## src/hdl/ejc_pkg.sv

```systemverilog
`timescale 1ns / 1ps
package ejc_pkg;

  // Field widths fixed by the word format
  localparam int ACT_W       = 3;
  localparam int POS_W       = 7;
  localparam int STORE_DEPTH = 81;
  localparam int ADDR_W      = 7;
  localparam int COMP_LAST   = 8;

  // Action codes
  localparam logic [ACT_W-1:0] ACT_LOAD        = 3'd0;
  localparam logic [ACT_W-1:0] ACT_ELASTIC     = 3'd1;
  localparam logic [ACT_W-1:0] ACT_ELASTIC_ROT = 3'd2;
  localparam logic [ACT_W-1:0] ACT_MOMENT      = 3'd3;
  localparam logic [ACT_W-1:0] ACT_MOMENT_ROT  = 3'd4;

  // Accumulator codes: three partial sums and the result sum
  localparam logic [1:0] ACC_P0  = 2'd0;
  localparam logic [1:0] ACC_P1  = 2'd1;
  localparam logic [1:0] ACC_P2  = 2'd2;
  localparam logic [1:0] ACC_SUM = 2'd3;

  // Multiplier operand sources
  typedef enum logic [1:0] {A_RAM, A_ACC, A_TEST} a_sel_t;
  typedef enum logic [2:0] {B_SGRAD, B_TGRAD, B_PHI, B_TEST, B_ACC0} b_sel_t;

  // One issue slot of the shared multiply-accumulate
  typedef struct packed {
    logic              valid;
    logic              last;
    logic              pass;
    logic              sub;
    logic [ADDR_W-1:0] addr;
    a_sel_t            a_sel;
    logic [1:0]        a_idx;
    b_sel_t            b_sel;
    logic [1:0]        b_idx;
    logic [1:0]        dst;
  } term_t;

  typedef struct packed {
    logic take;
    logic load;
  } ctl_t;

  typedef struct packed {
    logic out_busy;
    logic pipe_busy;
  } stat_t;

endpackage

```

## src/hdl/ejc_ctrl.sv

```systemverilog
`timescale 1ns / 1ps
module ejc_ctrl
  import ejc_pkg::*;
(
  input  logic             clk,
  input  logic             rst_n,
  input  logic             in_valid,
  output logic             in_ready,
  input  logic [ACT_W-1:0] in_action,
  input  logic [POS_W-1:0] in_position,
  input  stat_t            stat,
  output ctl_t             ctl,
  output term_t            term
);

  typedef enum logic [1:0] {S_IDLE, S_RUN, S_DRAIN} state_t;

  state_t           state_r, state_nxt;
  logic [ACT_W-1:0] act_r, act_nxt;
  logic [1:0]       i_r, i_nxt, k_r, k_nxt;
  logic [3:0]       step_r, step_nxt;
  logic             drain_r, drain_nxt;
  term_t            term_r, term_nxt, dec;
  logic [1:0]       ia, ib, kc, kd;
  logic [3:0]       jl;
  logic [3:0]       ik;
  logic             fire;

  // (x + 1) mod 3
  function automatic logic [1:0] nxt3(input logic [1:0] x);
    return (x == 2'd2) ? 2'd0 : x + 2'd1;
  endfunction

  // {v / 3, v mod 3} for v up to 8
  function automatic logic [3:0] split3(input logic [3:0] v);
    logic [3:0] r;
    unique case (v)
      4'd0:    r = {2'd0, 2'd0};
      4'd1:    r = {2'd0, 2'd1};
      4'd2:    r = {2'd0, 2'd2};
      4'd3:    r = {2'd1, 2'd0};
      4'd4:    r = {2'd1, 2'd1};
      4'd5:    r = {2'd1, 2'd2};
      4'd6:    r = {2'd2, 2'd0};
      4'd7:    r = {2'd2, 2'd1};
      4'd8:    r = {2'd2, 2'd2};
      default: r = 4'd0;
    endcase
    return r;
  endfunction

  // Flat store index of C[a][b][c][d]
  function automatic logic [ADDR_W-1:0] ent_addr(input logic [1:0] a, input logic [1:0] b,
                                                 input logic [1:0] c, input logic [1:0] d);
    return ADDR_W'(a) * ADDR_W'(27) + ADDR_W'(b) * ADDR_W'(9)
         + ADDR_W'(c) * ADDR_W'(3) + ADDR_W'(d);
  endfunction

  // Levi-Civita partners of row i and column k
  assign ia = nxt3(i_r);
  assign ib = nxt3(ia);
  assign kc = nxt3(k_r);
  assign kd = nxt3(kc);
  assign jl = split3(step_r);
  assign ik = split3(in_position[3:0]);

  // Decode the issue slot for the current step
  always_comb begin
    dec = '0;
    unique case (act_r)
      ACT_ELASTIC: begin
        dec.valid = 1'b1;
        if (step_r < 4'd9) begin
          dec.addr  = ent_addr(i_r, jl[3:2], k_r, jl[1:0]);
          dec.a_sel = A_RAM;
          dec.b_sel = B_SGRAD;
          dec.b_idx = jl[1:0];
          dec.dst   = jl[3:2];
        end else begin
          dec.a_sel = A_ACC;
          dec.a_idx = 2'(step_r - 4'd9);
          dec.b_sel = B_TGRAD;
          dec.b_idx = 2'(step_r - 4'd9);
          dec.dst   = ACC_SUM;
          dec.last  = (step_r == 4'd11);
        end
      end
      ACT_ELASTIC_ROT: begin
        if (step_r < 4'd6) begin
          dec.valid = 1'b1;
          dec.sub   = step_r[0];
          dec.addr  = step_r[0] ? ent_addr(i_r, step_r[2:1], kd, kc)
                                : ent_addr(i_r, step_r[2:1], kc, kd);
          dec.a_sel = A_RAM;
          dec.b_sel = B_TGRAD;
          dec.b_idx = step_r[2:1];
          dec.dst   = ACC_P0;
        end else if (step_r == 4'd7) begin
          dec.valid = 1'b1;
          dec.a_sel = A_ACC;
          dec.a_idx = ACC_P0;
          dec.b_sel = B_PHI;
          dec.dst   = ACC_SUM;
          dec.last  = 1'b1;
        end
      end
      ACT_MOMENT: begin
        if (step_r < 4'd6) begin
          dec.valid = 1'b1;
          dec.sub   = step_r[0];
          dec.addr  = step_r[0] ? ent_addr(ib, ia, k_r, step_r[2:1])
                                : ent_addr(ia, ib, k_r, step_r[2:1]);
          dec.a_sel = A_RAM;
          dec.b_sel = B_SGRAD;
          dec.b_idx = step_r[2:1];
          dec.dst   = ACC_P0;
        end else if (step_r == 4'd7) begin
          dec.valid = 1'b1;
          dec.a_sel = A_ACC;
          dec.a_idx = ACC_P0;
          dec.b_sel = B_TEST;
          dec.dst   = ACC_SUM;
          dec.last  = 1'b1;
        end
      end
      ACT_MOMENT_ROT: begin
        if (step_r == 4'd0) begin
          dec.valid = 1'b1;
          dec.a_sel = A_TEST;
          dec.b_sel = B_PHI;
          dec.dst   = ACC_P0;
        end else if (step_r < 4'd5) begin
          // raw entries, signs from both Levi-Civita symbols
          dec.valid = 1'b1;
          dec.pass  = 1'b1;
          dec.a_sel = A_RAM;
          dec.dst   = ACC_P1;
          unique case (step_r[1:0])
            2'd1: dec.addr = ent_addr(ia, ib, kc, kd);
            2'd2: begin
              dec.addr = ent_addr(ia, ib, kd, kc);
              dec.sub  = 1'b1;
            end
            2'd3: begin
              dec.addr = ent_addr(ib, ia, kc, kd);
              dec.sub  = 1'b1;
            end
            default: dec.addr = ent_addr(ib, ia, kd, kc);
          endcase
        end else if (step_r == 4'd6) begin
          dec.valid = 1'b1;
          dec.a_sel = A_ACC;
          dec.a_idx = ACC_P1;
          dec.b_sel = B_ACC0;
          dec.dst   = ACC_SUM;
          dec.last  = 1'b1;
        end
      end
      default: dec = '0;
    endcase
  end

  // Accept words, walk the steps, drain the pipe
  always_comb begin
    state_nxt = state_r;
    act_nxt   = act_r;
    i_nxt     = i_r;
    k_nxt     = k_r;
    step_nxt  = step_r;
    drain_nxt = drain_r;
    term_nxt  = '0;
    ctl       = '0;
    in_ready  = (state_r == S_IDLE);
    fire      = in_valid && in_ready;
    unique case (state_r)
      S_IDLE: begin
        if (fire) begin
          unique case (in_action) inside
            ACT_LOAD: ctl.load = (in_position < POS_W'(STORE_DEPTH));
            ACT_ELASTIC, ACT_ELASTIC_ROT, ACT_MOMENT, ACT_MOMENT_ROT: begin
              if (in_position <= POS_W'(COMP_LAST)) begin
                ctl.take  = 1'b1;
                act_nxt   = in_action;
                i_nxt     = ik[3:2];
                k_nxt     = ik[1:0];
                step_nxt  = 4'd0;
                state_nxt = S_RUN;
              end
            end
            default: ;
          endcase
        end
      end
      S_RUN: begin
        // hold the final slot until the output register is free
        if (!(dec.last && stat.out_busy)) begin
          term_nxt = dec;
          step_nxt = step_r + 4'd1;
          if (dec.last) begin
            drain_nxt = 1'b0;
            state_nxt = S_DRAIN;
          end
        end
      end
      S_DRAIN: begin
        drain_nxt = 1'b1;
        if (drain_r) begin
          state_nxt = S_IDLE;
        end
      end
      default: state_nxt = S_IDLE;
    endcase
  end

  always_ff @(posedge clk) begin
    if (!rst_n) begin
      state_r <= S_IDLE;
      term_r  <= '0;
      act_r   <= '0;
      i_r     <= '0;
      k_r     <= '0;
      step_r  <= '0;
      drain_r <= 1'b0;
    end else begin
      state_r <= state_nxt;
      term_r  <= term_nxt;
      act_r   <= act_nxt;
      i_r     <= i_nxt;
      k_r     <= k_nxt;
      step_r  <= step_nxt;
      drain_r <= drain_nxt;
    end
  end

  assign term = term_r;

endmodule

```

## config.mk

```make
export PLATFORM = sky130hd
export DESIGN_NAME = ejc_ctrl
export DESIGN_NICKNAME = d
export VERILOG_FILES = /design/src/hdl/ejc_pkg.sv /design/src/hdl/ejc_ctrl.sv
export SDC_FILE = /design/constraint.sdc
export NUM_CORES = 1
export LEC_CHECK = 0
export ABC_AREA = 1
export BUFFER_PORTS_ARGS = -buffer_cell sky130_fd_sc_hd__buf_2
export CAP_MARGIN = 30
export CORE_MARGIN = 4
export CORE_UTILIZATION = 50
export DETAILED_ROUTE_END_ITERATION = 10
export GPL_TIMING_DRIVEN = 0
export HOLD_SLACK_MARGIN = 0.06
export PLACE_DENSITY = 0.72
export SLEW_MARGIN = 30
export SYNTH_ARGS = -nofsm -noshare
export SYNTH_HDL_FRONTEND = slang
export SYNTH_SLANG_ARGS = --single-unit
```

## constraint.sdc

```tcl
create_clock -name clk -period 8.35 [get_ports clk]
set_clock_uncertainty 0.1 [all_clocks]
set_input_delay 0.4175 -clock clk [delete_from_list [all_inputs] [get_ports clk]]
set_output_delay 0.4175 -clock clk [all_outputs]
set_load 0.005 [all_outputs]
```

== After elaboration in Yosys (flattened, before gate mapping) ==
Memory sizes are Yosys's and may differ from the RTL's. A register that Yosys moved wholly into a read port is not among the register bits.
Index checks and enable logic that the tools add are counted.
Operators by class
  muxes and demuxes: 69
  $mul: 10
  add/subtract/negate cells: 28
  reduce and logical (&&, ||, !) cells: 17
  bitwise gates (word level): 3
  order comparisons: 5
  eq/ne operators: 26
Operators by type and width (number)
  $add 7x2->7: 9
  $add 7x4->7: 9
  $pmux 14 s4: 1
  $mux 2: 24
  $add 7x6->7: 4
  $mul 2x4->6 const B: 4
  $mux 4: 6
  $mul 2x5->7 const B: 3
  $mux 7: 3
  $pmux 7 s3: 1
  $mux 6: 3
  $pmux 2 s3: 3
  $mux 8: 2
  $mux 1: 15
  $eq 2x2->1 const B: 7
  $eq 3x2->1 const B: 4
  $mul 2x2->4 const B: 3
  $mux 10: 1
  $mux 5: 2
  $mux 3: 3
  $mux 9: 1
  $add 2x1->2 const B: 4
  $eq 4x3->1 const B: 2
  $lt 4x3->1 const B: 2
  30 further kinds: 42
Storage, ports and cells
  input bits: 15
  bits in read-only memories: 128
  memories: 2
  output and inout port bits: 25
  register bits after elaboration: 32
Memory list
  (name not given): words 16, width 4, rd ports 1, clocked after memory_dff 1, wr ports 0, line ejc_ctrl.sv:37  | unique case (v)
  (name not given): words 16, width 4, rd ports 1, clocked after memory_dff 1, wr ports 0, line ejc_ctrl.sv:37

== Longest topological paths before layout ==
Gate-level depths: netlist of run 1.
  depth after elaboration: 17
  mapped depth: 20
  gate-level depth less buffers: 20

== Least setup slack after synthesis of run 1 ==
OpenSTA, ideal clock, no wires.
  kind: register to register
  from: register i_r[0]
  to: register term_r (netlist bit term[16])
  required time: 8.133 ns
  period minus slack after synthesis: 3.582 ns
  stages on the path, launching flop included: 20
  arrival: 3.365 ns
  path buffers: 0
  library setup time: 0.117 ns
  path slack: 4.768 ns
  path through: dfxtp_1 inv_1 ha_1 ha_1 ha_1 inv_1 fa_1 inv_1 ha_1 fa_1 nand2_1 inv_1 o21ai_0 nand2_1 o21ai_0 nand2_1 nand2_1 o21ai_0 nor2_1 nor2_1
On the way
  cells in the longest elaborated chain, start to end: 12
  elaborated cells on any way between the ends: 42
RTL lines
  start: declaration: line ejc_ctrl.sv:20  | logic [1:0] i_r, i_nxt, k_r, k_nxt;
  start signal: assignment: line ejc_ctrl.sv:228  | i_r <= i_nxt;
  $add 2x1->2 / $eq 2x2->1 (equally long branches): line ejc_ctrl.sv:31  | return (x == 2'd2) ? 2'd0 : x + 2'd1;
  $mux 2: line ejc_ctrl.sv:31
  $add 2x1->2 / $eq 2x2->1 (equally long branches): line ejc_ctrl.sv:31
  $mux 2: line ejc_ctrl.sv:31
  $mul 2x5->7 / $mul 2x4->6 (equally long branches): line ejc_ctrl.sv:55  | return ADDR_W'(a) * ADDR_W'(27) + ADDR_W'(b) * ADDR_W'(9)
  $add 7x6->7: line ejc_ctrl.sv:55
  $add 7x4->7: line ejc_ctrl.sv:56  | + ADDR_W'(c) * ADDR_W'(3) + ADDR_W'(d);
  $add 7x2->7: line ejc_ctrl.sv:56
  $pmux 7 s3: line ejc_ctrl.sv:138  | unique case (step_r[1:0])
  $mux 9: line ejc_ctrl.sv:132  | end else if (step_r < 4'd5) begin
  $mux 10: line ejc_ctrl.sv:127  | if (step_r == 4'd0) begin
  $pmux 14 s4 (*): line ejc_ctrl.sv:70  | unique case (act_r)
  end signal: assignment: line ejc_ctrl.sv:226  | term_r <= term_nxt;
  end: declaration: line ejc_ctrl.sv:23  | term_t term_r, term_nxt, dec;
Mark *: on every way between the ends. The rest lies on a longest branch, timed or not.
A chain may end at the register's enable or synchronous reset.

== Final worst setup path of run 1 ==
Ends and elaborated chain as after synthesis.

==> results.txt, run 1 <==
The tools report the I/O pin count as 40. The category of the worst setup path launch point was a flip-flop. After layout, the minimum clock period comes to 4.25 ns. The analysis attributes to net switching a power of 0.000155 W.

In this run the cell area of the synthesized design comes to 0.00498 mm2. The tools report the share of the core filled with cells in the final layout as 0.560. The first detailed-routing pass ran for 5 iterations.

In the synthesized netlist the dominant register cell turns out to be dfxtp_1. The tool flagged a number of max-cap violations equal to 0. The hold path depth is 3. The flow ran to the end, and the final reports show no timing, DRC or antenna violations. The met1 demand-to-capacity share in global routing is 0.277, and the switching portion of total power is 0.321. The initial core utilization is 0.511, and the CTS clock-pin slew for the worst setup and hold paths is 0.10 ns.

The logs give 0.985 for the final estimated routing congestion in global placement and 10700 um for the HPWL after detailed placement. Standard-cell row count: 36. TritonCTS built the clock tree.

The power share of the combinational group is 0.246. In this run the worst hold path is classified as primary input to flip-flop. The share of flip-flops with an asynchronous set or reset after synthesis is 0.

Width of the chip: 108 um. After synthesis, the mean cell area works out to 7.21 um2. In this run the power density over the cells is 88.5 mW/mm2. The detail-routed net length per standard cell was 14.7 um; the die outline height was 108 um.

The register bit total from synthesis is 40, and the total length of routed wires is 12800 um. The number of endpoints with negative hold slack in the final report is 0, and the number of input and output port buffers inserted is 38. After clock tree synthesis, the setup repair step added 0 buffers.

The worst endpoint required time is 8.51 ns. For this run, the post-layout net count is 866. The tools report the pre-CTS worst setup slack as 4.16 ns.

The share of cells above drive strength 1 is 0.130. Synthesis produced a netlist whose cell count is 690. Yosys mapped the design onto 45 distinct sky130hd cell types. Hold is met by 0.299 ns. Along the worst path, the maximum fanout reaches 7. The tools report the worst path arrival time as 4.41 ns. Once routing completed, OpenROAD measured the worst setup slack at 4.10 ns.

The root buffer cell chosen for the clock tree is clkbuf_8. For the pin with the worst max-slew slack, the measured transition is 0.629 ns. The routed via count divided by cell count is 5.40, and the number of global-route vias before repair is 4702. The total track usage was 0.228.

After filler insertion, the fill cell instance count of the layout stands at 972. The number of vias in the routed layout was 4700. The longest clock path from root to sink contains 2 buffers. The logs give 2.87 nW for the leakage dissipation and 0 for the number of antenna cells inserted. The kind of end point of the critical path was a flip-flop.

The max-slew headroom at the worst pin is 0.577. Critical setup path kind: flip-flop to flip-flop. For the warning count from the yosys run, the log shows 0.

In the final timing run, aggregate negative setup slack is 0 ns. The sum of internal, switching and leakage power came out at 0.000482 W. Setup repair after global routing left no endpoint under its margin. The logs give 0 for the number of antenna violations at the first check in global routing and 0 for the number of resized instances in the post-cts repair step. Entering global routing, the biggest net connects 15 pins.

The remaining number of nets flagged by the antenna check after routing is 0. Setup violations remaining at the end of the flow were counted as 0. Counting cells, the worst reg-to-reg path comes to 18.

For the residual overflow from global routing, the log shows 0. The count of routing violations after the opening detailed-route iteration was 304. The number of clock buffers inserted by TritonCTS was 5; the number of remaining DRC errors was 0.

The die covers 0.0116 mm2. The most used routing layer is met2. The sequential cell area fraction in the yosys report is 0.161, and the met3 track utilization from global routing is 0.0270. The part of the power in registers was 0.402; the met2 usage was 0.417. The fraction of the cycle the final worst path needs was 0.509. Compared with the post-synthesis result, the final layout area differs by 9.55%. Static timing analysis puts the maximum clock frequency at 236 MHz. VDD sags by at most 0.0000714 V. The clock latency on the worst-skew pair was 0.31 ns; the number of slew-limit violations in the final report was 0. The first global-routing pass estimated 21300 um of wire. For this design, the CTS-stage hold fixing added 0 buffers.

Counting flops with a built-in enable in the synthesized netlist gives 0. The H-tree was split into 2 levels. The core region is 0.00973 mm2. For the power share of the clock group, the log shows 0.352. The internal power consumption was 0.000328 W.

Counting every sink on the clock net gives 40.
[area by class of cell]
cell class,count,area (um2),area share
Buffer,12,60.1,0.0110
Clock buffer,5,68.8,0.0126
Clock inverter,3,46.3,0.00849
Inverter,111,418,0.0767
Multi-Input combinational cell,528,3700,0.679
Sequential cell,40,801,0.147
Tap cell,133,166,0.0305
Timing Repair Buffer,38,190,0.0349
[cells in the final DEF, fill, tap and decap left out, drive strengths merged, types with 2 or more instances in the layout]
cell type,netlist,layout
inv,110,111
nand3b,2,2
o22ai,8,8
dfxtp,40,40
nand4,8,8
a31oi,7,7
o211ai,2,2
xor2,9,9
o21a,2,2
a221oi,5,5
a21o,2,2
nand3,58,58
nor3,6,6
a211oi,3,3
clkbuf,6,11
ha,98,98
nor2,74,74
o21ai,38,38
conb,1,2
xnor2,4,4
or2,2,2
fa,17,17
buf,6,44
a21oi,46,46
nand2,129,129
[worst max-delay path, cell delays in order (launching register included)]
cell	delay [ns]
dfxtp_1	0.52
inv_1	0.18
ha_1	0.36
ha_1	0.30
ha_1	0.21
inv_1	0.07
fa_1	0.48
inv_1	0.06
ha_1	0.32
fa_1	0.45
nand2_1	0.08
inv_1	0.05
o21ai_0	0.16
nand2_1	0.08
o21ai_0	0.21
nor2_1	0.06
o21ai_0	0.36
nor2_1	0.08
nor2_1	0.09
[state kept, by name, summed over array words and instances (netlist names)]
register	count
drain_r	1
jl	4
state_r	2
term	22
i_r	2
step_r	4
act_r	3
k_r	2
[worst paths after layout]
path,startpoint,end,slack [ns]
setup / recovery,i_r[0],term[16],4.10
hold / removal,in_action[1],act_r[1],0.30
setup reg to reg,i_r[0],term[16],4.10
hold reg to reg,jl[1],term[3],0.41
[synth_stat cells (all sizes together) (3+ instances only)]
cell	number	area (um2)
a21oi	46	241
nand4	8	50.1
inv	110	413
ha	98	1230
xor2	9	78.8
dfxtp	40	801
xnor2	4	35.0
fa	17	340
nor2	74	303
o21ai	38	190
buf	6	37.5
nand3	58	350
a31oi	7	43.8
nor3	6	46.3
a211oi	3	32.5
o22ai	8	50.1
a221oi	5	43.8
nand2	129	542
clkbuf	6	22.5
[per-layer routing]
layer,vias to the layer above,share of wire
met5,-,0
met4,0,0.024
met3,28,0.043
met2,123,0.49
met1,2170,0.44
li1,2379,-
[power groups by stage]
stage	Sequential, W	Combinational (W)	Clock, W
after global routing	0.000194	0.000137	0.000177
final	0.000194	0.000119	0.000170
after detailed placement	0.000198	0.000116	0
after CTS	0.000194	0.000117	0.000170
after floorplan	0.000198	0.0000874	0
after global placement	0.000198	0.000111	0
[kinds of logic after synthesis]
kind of cell               Yosys count  synth area share
and+or+nand+nor                    280             0.266
buffers and inverters              123            0.0960
AOI/OAI and AO/OA                  118             0.138
adders and majority gates          115             0.315
DFF                                 40             0.161
xor gates and xnor gates            13            0.0229
other                                1          0.000754
[metrics by stage]
stage	instance area, um2	cells
global route	5450	870
CTS	5450	870
finish	5450	870
detailed placement	5340	862
floorplan	4980	691
global placement	5340	862
(Power assumes the default switching activity.)
==> inputs of run 2 (changes only) <==
--- a/config.mk
+++ b/config.mk
@@ -13,7 +13,7 @@
 export DETAILED_ROUTE_END_ITERATION = 10
 export GPL_TIMING_DRIVEN = 0
 export HOLD_SLACK_MARGIN = 0.06
-export PLACE_DENSITY = 0.72
+export PLACE_DENSITY = 0.75
 export SLEW_MARGIN = 30
 export SYNTH_ARGS = -nofsm -noshare
 export SYNTH_HDL_FRONTEND = slang
==> constraint.sdc (replaced) <==
create_clock -name clk -period 3.85 [get_ports clk]
set_clock_uncertainty 0.1 [all_clocks]
set_input_delay 0.1925 -clock clk [delete_from_list [all_inputs] [get_ports clk]]
set_output_delay 0.1925 -clock clk [all_outputs]
set_load 0.005 [all_outputs]
==> results.txt, run 2 (same netlist as run 1, synthesis figures left out) <==
The total negative slack came out at 0 ns (unchanged). Global-route wire length before repair: 21100 um (was 21300 um). For the final estimated routing congestion in global placement, the log shows 0.934 (was 0.985).

The tools report the sum of internal, switching and leakage power as 0.00106 W (was 0.000482 W). The cell depth of the worst setup path is 19 (was 18). The count of clock tree sinks was 40 (unchanged); the die outline height was 108 um (unchanged). The run gives 0 (unchanged) as the remaining number of nets flagged by the antenna check after routing. The I/O pin count is 40 (unchanged), and the CTS clock-pin slew for the worst setup and hold paths is 0.08 ns (was 0.10 ns). The cell chosen for the clock root is clkbuf_8 (unchanged).

The final worst slack is 0.198 ns (was 4.10 ns). Worst reg-to-reg setup slack: 0.20 ns (was 4.10 ns). For the filler cell count, the log shows 940 (was 972). For the worst hold margin, the log shows 0.0900 ns (was 0.299 ns). The run finished with clean final reports. Detail-routed net length per standard cell: 15.1 um (was 14.7 um). The tools report the category of the worst setup path launch point as a flip-flop (unchanged). TritonCTS built the clock tree. Slowest stage cell on the critical path: fa_1 (was dfxtp_1). For the setup-violating endpoint count in the final report, the log shows 0 (unchanged). The path type of the worst min-delay path was primary input to flip-flop (unchanged).

The share of cells above drive strength 1 is 0.162 (was 0.130), and the delay of the slowest cell on the worst path is 0.50 ns (was 0.52 ns). The tools report the maximum number of pins on one net before global-route repair as 14 (was 15). Critical setup path kind: flip-flop to flip-flop (unchanged).

The tools report the HPWL after detailed placement as 10800 um (was 10700 um). Cell family with the largest share of critical-path delay: adder cells (unchanged). The count of hold buffers inserted by post-cts repair was 0 (unchanged).

Critical path capture point: term[16] (unchanged). The tools report the area of the core as 0.00973 mm2 (unchanged). Clock latency on the worst-skew pair: 0.29 ns (was 0.31 ns). The fraction of the cycle the final worst path needs works out to 0.949 (was 0.509).

The run gives 0 (unchanged) as the residual overflow from global routing. The number of endpoints with negative hold slack in the final report came out at 0 (unchanged). The number of antenna cells inserted came out at 0 (unchanged). The total track usage came out at 0.227 (was 0.228).

The hold path depth works out to 3 (unchanged). The power density over the cells was 189 mW/mm2 (was 88.5 mW/mm2); the routed via count divided by cell count was 5.42 (was 5.40). The tools report the post-layout net count as 874 (was 866).

The number of slew-limit violations in the final report is 0 (unchanged). Kind of end point of the critical path: a flip-flop (unchanged). The maximum ir drop on the vdd rail came out at 0.000128 V (was 0.0000714 V). The tools report the initial core utilization as 0.511 (unchanged).

The die footprint was 0.0116 mm2 (unchanged); the largest fanout on the critical path was 4 (was 7). The number of global-route vias before repair was 4539 (was 4702). The run gives 5 (unchanged) as the number of detailed-route iterations in the first pass. The logs give 274 MHz (was 236 MHz) for the highest achievable clock rate and 13300 um (was 12800 um) for the total length of routed wires. The tools report the startpoint of the worst register-to-register path as i_r[0] (unchanged). The transition time at the pin with the least slew margin is 0.652 ns (was 0.629 ns), and the max-slew headroom at the worst pin is 0.565 (was 0.577). The tools report the worst endpoint required time as 3.94 ns (was 8.51 ns).

The standard-cell row count was 36 (unchanged); the number of antenna violations at the first check in global routing was 0 (unchanged). Sequence of cells on the critical path: clkinvlp_4 -> ha_4 -> ha_1 -> ha_2 -> inv_1 -> fa_1 -> inv_1 -> ha_1 -> fa_1 -> nand2_1 -> inv_1 -> o21ai_0 -> nand3_1 -> o21ai_2 -> nand2_1 -> nand2_1 -> o21ai_1 -> nor2_1 -> nor2_1 (was inv_1 -> ha_1 -> ha_1 -> ha_1 -> inv_1 -> fa_1 -> inv_1 -> ha_1 -> fa_1 -> nand2_1 -> inv_1 -> o21ai_0 -> nand2_1 -> o21ai_0 -> nor2_1 -> o21ai_0 -> nor2_1 -> nor2_1). The tools report the capture instance of the worst register-to-register path as term[16] (unchanged).

For the worst path arrival time, the log shows 3.74 ns (was 4.41 ns). Startpoint of the most critical setup path: i_r[0] (unchanged). Commonest non-fill, non-tap cells in the layout: nand2_1 (118), inv_1 (98), ha_1 (91) (was nand2_1 (118), inv_1 (101), ha_1 (98)). The max-capacitance violation count was 0 (unchanged). The flip-flop count of the largest register after layout came out at 22 (unchanged). The tools report the number of remaining DRC errors as 0 (unchanged). The tools report the maximum clock insertion buffer count as 2 (unchanged). The logs give 2 (unchanged) for the deepest level of the CTS H-tree and 295 (was 304) for the count of routing violations after the opening detailed-route iteration. The width of the chip came out at 108 um (unchanged). The number of input and output port buffers inserted came out at 38 (unchanged).

The most common cell after layout, fill and taps aside is nand2_1 (unchanged). The run gives 5 (unchanged) as the number of clock buffers inserted by TritonCTS. The minimum clock period is 3.65 ns (was 4.25 ns), and the number of vias in the routed layout is 4757 (was 4700).

The run gives 2.92 nW (was 2.87 nW) as the leakage dissipation. Sum of buffers and inverters on the critical path: 4 (unchanged). The layout overhead on the synthesized area was 13.1% (was 9.55%); the pre-CTS worst setup slack was -0.338 ns (was 4.16 ns). The path depth of the worst reg2reg path is 19 (was 18).
==> run 2: changes by cell type in the layout (fill, tap and decap cells not counted), sizes merged <==
| cell | delta |
|---|---|
| clkinv | +1 |
| clkbuf | +1 |
| inv | -3 |
| clkinvlp | +1 |
| buf | +8 |
==> run 2: metal layers <==
| layer | global-route usage | part of all wire | vias to the layer above |
|---|---|---|---|
| li1 | - | - | 2388 |
| met4 | 0.0775 | 0.031 | 0 |
| met5 | 0 | 0 | - |
| met3 | 0.0144 | 0.041 | 30 |
| met1 | 0.287 | 0.43 | 2195 |
| met2 | 0.405 | 0.50 | 144 |
==> run 2: cell type report <==
class | count | area [um2] | area share
plain buffers | 12 | 60.1 | 0.0107
clock buffers | 6 | 82.6 | 0.0147
clock inverters | 2 | 38.8 | 0.00689
inverters | 111 | 428 | 0.0761
multi-input cells | 528 | 3790 | 0.674
flip-flops and latches | 40 | 808 | 0.144
well taps | 133 | 166 | 0.0296
repair buffers | 46 | 250 | 0.0445
==> run 2: worst register-to-register path, stage by stage (launching register included) <==
cell	delay, ns
dfxtp_4	0.37
clkinvlp_4	0.14
ha_4	0.27
ha_1	0.29
ha_2	0.34
inv_1	0.07
fa_1	0.50
inv_1	0.04
ha_1	0.22
fa_1	0.39
nand2_1	0.07
inv_1	0.04
o21ai_0	0.14
nand3_1	0.10
o21ai_2	0.09
nand2_1	0.07
nand2_1	0.06
o21ai_1	0.09
nor2_1	0.11
nor2_1	0.04
==> run 2: timing repair <==
item,4_1_cts,5_1_grt
endpoints found under the setup margin,5,4
pin swaps,0,2
gates resized for setup,8,16
setup buffers,2,6
==> run 2: how the worst min path moves through the flow <==
stage                      to    startpoint
global placement     act_r[1]  in_action[1]
detailed placement   act_r[1]  in_action[1]
finish               act_r[1]  in_action[1]
floorplan           step_r[3]         rst_n
global route         act_r[1]  in_action[1]
CTS                  act_r[1]  in_action[1]
==> run 2: through the flow <==
stage,instances,area [um2],utilization
5_1_grt,878,5630,0.578
3_5_place_dp,862,5340,0.548
6_report,878,5630,0.578
3_3_place_gp,862,5340,0.548
2_1_floorplan,691,4980,-
4_1_cts,872,5500,0.565
==> run 2: power by group <==
group          total (W)  leakage (nW)  switching (W)  internal (W)
combinational   0.000276          2.54       0.000166      0.000110
clock           0.000367        0.0614       0.000155      0.000212
sequential      0.000419         0.324     0.00000432      0.000415
total            0.00106          2.92       0.000326      0.000737
==> inputs of run 3 (changes only) <==
--- a/config.mk
+++ b/config.mk
@@ -13,7 +13,7 @@
 export DETAILED_ROUTE_END_ITERATION = 10
 export GPL_TIMING_DRIVEN = 0
 export HOLD_SLACK_MARGIN = 0.06
-export PLACE_DENSITY = 0.75
+export PLACE_DENSITY = 0.72
 export SLEW_MARGIN = 30
 export SYNTH_ARGS = -nofsm -noshare
 export SYNTH_HDL_FRONTEND = slang
==> constraint.sdc (replaced) <==
create_clock -name clk -period 4.18 [get_ports clk]
set_clock_uncertainty 0.1 [all_clocks]
set_input_delay 0.209 -clock clk [delete_from_list [all_inputs] [get_ports clk]]
set_output_delay 0.209 -clock clk [all_outputs]
set_load 0.005 [all_outputs]
==> results.txt, run 3 (same netlist as run 1, synthesis figures left out) <==
The flow ran to the end, and the final reports show no timing, DRC or antenna violations. The count of clock tree sinks was 40 (unchanged); the CTS clock-pin slew for the worst setup and hold paths was 0.10 ns (was 0.08 ns). The width of the chip came out at 108 um (unchanged). The delay of the slowest cell on the worst path was 0.48 ns (was 0.50 ns); the number of remaining DRC errors was 0 (unchanged).

Internal power consumption: 0.000654 W (was 0.000737 W). The run gives 0.00371 mm2 (was 0.00379 mm2) as the area of the multi-input gates. Share of cells above drive strength 1: 0.134 (was 0.162). The transition time at the pin with the least slew margin is 0.629 ns (was 0.652 ns), and the final non-filler cell total is 870 (was 878). The filler cell count was 974 (was 940); the layout overhead on the synthesized area was 9.83% (was 13.1%). The total length of routed wires was 12700 um (was 13300 um); the residual overflow from global routing was 0 (unchanged). The number of global-route vias before repair was 4703 (was 4539); the die outline height was 108 um (unchanged). The path depth of the worst reg2reg path is 18 (was 19). Number of antenna violations at the first check in global routing: 0 (unchanged).

Routed via count divided by cell count: 5.40 (was 5.42). Startpoint of the worst register-to-register path: i_r[0] (unchanged). For the number of endpoints with negative hold slack in the final report, the log shows 0 (unchanged). The slowest stage cell on the critical path was fa_1 (unchanged).

The maximum ir drop on the vdd rail came out at 0.000141 V (was 0.000128 V). The power density over the cells was 176 mW/mm2 (was 189 mW/mm2). Capture instance of the worst register-to-register path: term[16] (unchanged).

The logs give 0.228 (was 0.227) for the total track usage and 4.34 ns (was 3.94 ns) for the worst endpoint required time. Commonest non-fill, non-tap cells in the layout: nand2_1 (118), inv_1 (101), ha_1 (97) (was nand2_1 (118), inv_1 (98), ha_1 (91)). The logs give 0.31 ns (was 0.29 ns) for the clock latency on the worst-skew pair and 0 ns (unchanged) for the total negative slack. The fraction of the cycle the final worst path needs is 0.919 (was 0.949). The maximum number of pins on one net before global-route repair was 15 (was 14).

The most common cell after layout, fill and taps aside is nand2_1 (unchanged). Cell family with the largest share of critical-path delay: adder cells (unchanged). The logs give 866 (was 874) for the post-layout net count and 0.0116 mm2 (unchanged) for the die footprint.

The run gives 0.34 ns (was 0.20 ns) as the worst reg-to-reg setup slack. The logs give 0.247 (was 0.260) for the power share of the combinational group and 260 MHz (was 274 MHz) for the highest achievable clock rate. The kind of end point of the critical path was a flip-flop (unchanged). The storage element area is 805 um2 (was 808 um2), and the largest fanout on the critical path is 7 (was 4). The run gives 0 (unchanged) as the setup-violating endpoint count in the final report.

The sum of buffers and inverters on the critical path was 4 (unchanged); the count of hold buffers inserted by post-cts repair was 0 (unchanged). The logs give 0 (unchanged) for the remaining number of nets flagged by the antenna check after routing and 0.403 (was 0.395) for the part of the power in registers. The switching portion of total power is 0.319 (was 0.306), and the flip-flop count of the largest register after layout is 22 (unchanged). Number of detailed-route iterations in the first pass: 5 (unchanged). The global-route wire length before repair is 21300 um (was 21100 um), and the number of vias in the routed layout is 4699 (was 4757). The final estimated routing congestion in global placement was 0.985 (was 0.934); the number of input and output port buffers inserted was 38 (unchanged). Path type of the worst min-delay path: primary input to flip-flop (unchanged). The detail-routed net length per standard cell is 14.7 um (was 15.1 um). The run gives 40 (unchanged) as the I/O pin count. The critical setup path kind is flip-flop to flip-flop (unchanged). HPWL after detailed placement: 10700 um (was 10800 um). TritonCTS built the clock tree. The number of antenna cells inserted is 0 (unchanged). The logs give 862 (unchanged) for the cell count after placement and 0.00973 mm2 (unchanged) for the area of the core.

The number of slew-limit violations in the final report came out at 0 (unchanged). Worst path arrival time: 4.00 ns (was 3.74 ns). The power spent charging and discharging nets is 0.000307 W (was 0.000326 W), and the count of routing violations after the opening detailed-route iteration is 287 (was 295). The power share of the clock group is 0.351 (was 0.346). For the leakage dissipation, the log shows 2.88 nW (was 2.92 nW). Standard-cell row count: 36 (unchanged). The initial core utilization was 0.511 (unchanged).

Setup repair after global routing left no endpoint under its margin. The hold path depth is 3 (unchanged). The tools report the cell chosen for the clock root as clkbuf_8 (unchanged). The minimum clock period works out to 3.84 ns (was 3.65 ns). For the max-slew headroom at the worst pin, the log shows 0.577 (was 0.565).

Sequence of cells on the critical path: inv_1 -> ha_1 -> ha_1 -> ha_1 -> inv_1 -> fa_1 -> inv_1 -> ha_1 -> fa_1 -> nand2_1 -> inv_1 -> o21ai_0 -> nand2_1 -> o21ai_1 -> nor2_1 -> o21ai_1 -> nor2_1 -> nor2_1 (was clkinvlp_4 -> ha_4 -> ha_1 -> ha_2 -> inv_1 -> fa_1 -> inv_1 -> ha_1 -> fa_1 -> nand2_1 -> inv_1 -> o21ai_0 -> nand3_1 -> o21ai_2 -> nand2_1 -> nand2_1 -> o21ai_1 -> nor2_1 -> nor2_1). The startpoint of the lowest-slack hold path was in_action[1] (unchanged). The category of the worst setup path launch point was a flip-flop (unchanged). The tools report the end of the worst hold path as act_r[1] (unchanged). The deepest level of the CTS H-tree is 2 (unchanged), and the max-capacitance violation count is 0 (unchanged). The maximum clock insertion buffer count was 2 (unchanged).

The buffer count from post-CTS setup fixing is 0 (was 2), and the number of clock buffers inserted by TritonCTS is 5 (unchanged).
## run 3: cell count changes in the layout (fill, tap and decap cells not counted), sizes merged
cell / before / now
buf: 52 / 44
inv: 108 / 111
clkbuf: 12 / 11
clkinv: 2 / 1
clkinvlp: 2 / 1
## run 3: routing by layer
metal	wire length, um	track usage	vias up
met4	383	0.0676	0
met2	6210	0.417	118
met3	493	0.0270	32
li1	-	-	2381
met5	0	0	-
met1	5660	0.277	2168
## run 3: tightest hold or removal path, cell delays in order
cell	delay [ns]
buf_2	0.09
o21ai_0	0.08
nor2_1	0.09
## run 3: final cells by class
| type | instances | area share |
|---|---|---|
| Timing Repair Buffer | 38 | 0.0348 |
| Tap cell | 133 | 0.0304 |
| Clock inverter | 3 | 0.00847 |
| Clock buffer | 5 | 0.0126 |
| Multi-Input combinational cell | 528 | 0.679 |
| Buffer | 12 | 0.0110 |
| Sequential cell | 40 | 0.147 |
| Inverter | 111 | 0.0765 |
## run 3: worst max-delay path by stage
| stage | slack [ns] | to | startpoint | cells past startpoint |
|---|---|---|---|---|
| 2_1_floorplan | 0.60 | term[16] | i_r[0] | 19 |
| 3_3_place_gp | 0.09 | term[16] | i_r[0] | 18 |
| 3_5_place_dp | -0.01 | term[16] | i_r[0] | 18 |
| 4_1_cts | 0.12 | term[16] | i_r[0] | 18 |
| 5_1_grt | 0.04 | term[16] | i_r[1] | 18 |
| 6_report | 0.34 | term[16] | i_r[0] | 18 |
## run 3: metrics by stage
step | hold slack (ns) | utilization | setup slack [ns] | power [W] | instance area [um2]
floorplan | 0.233 | - | 0.598 | 0.000570 | 4980
global placement | 0.394 | 0.548 | 0.0863 | 0.000618 | 5340
detailed placement | 0.393 | 0.548 | -0.0117 | 0.000629 | 5340
CTS | 0.0881 | 0.560 | 0.120 | 0.000962 | 5450
global route | 0.116 | 0.562 | 0.0426 | 0.00102 | 5470
finish | 0.0942 | 0.562 | 0.338 | 0.000961 | 5470
## run 3: power groups by stage
stage	combinational [W]	sequential, W	clock [W]
detailed placement	0.000232	0.000396	0
global route	0.000274	0.000388	0.000354
floorplan	0.000175	0.000395	0
CTS	0.000234	0.000387	0.000340
finish	0.000237	0.000387	0.000337
global placement	0.000222	0.000396	0
## run 3: repair_timing
action | CTS | global route
gates resized for setup | 1 | 5
endpoints found under the setup margin | 1 | 2
gates cloned | 0 | 0
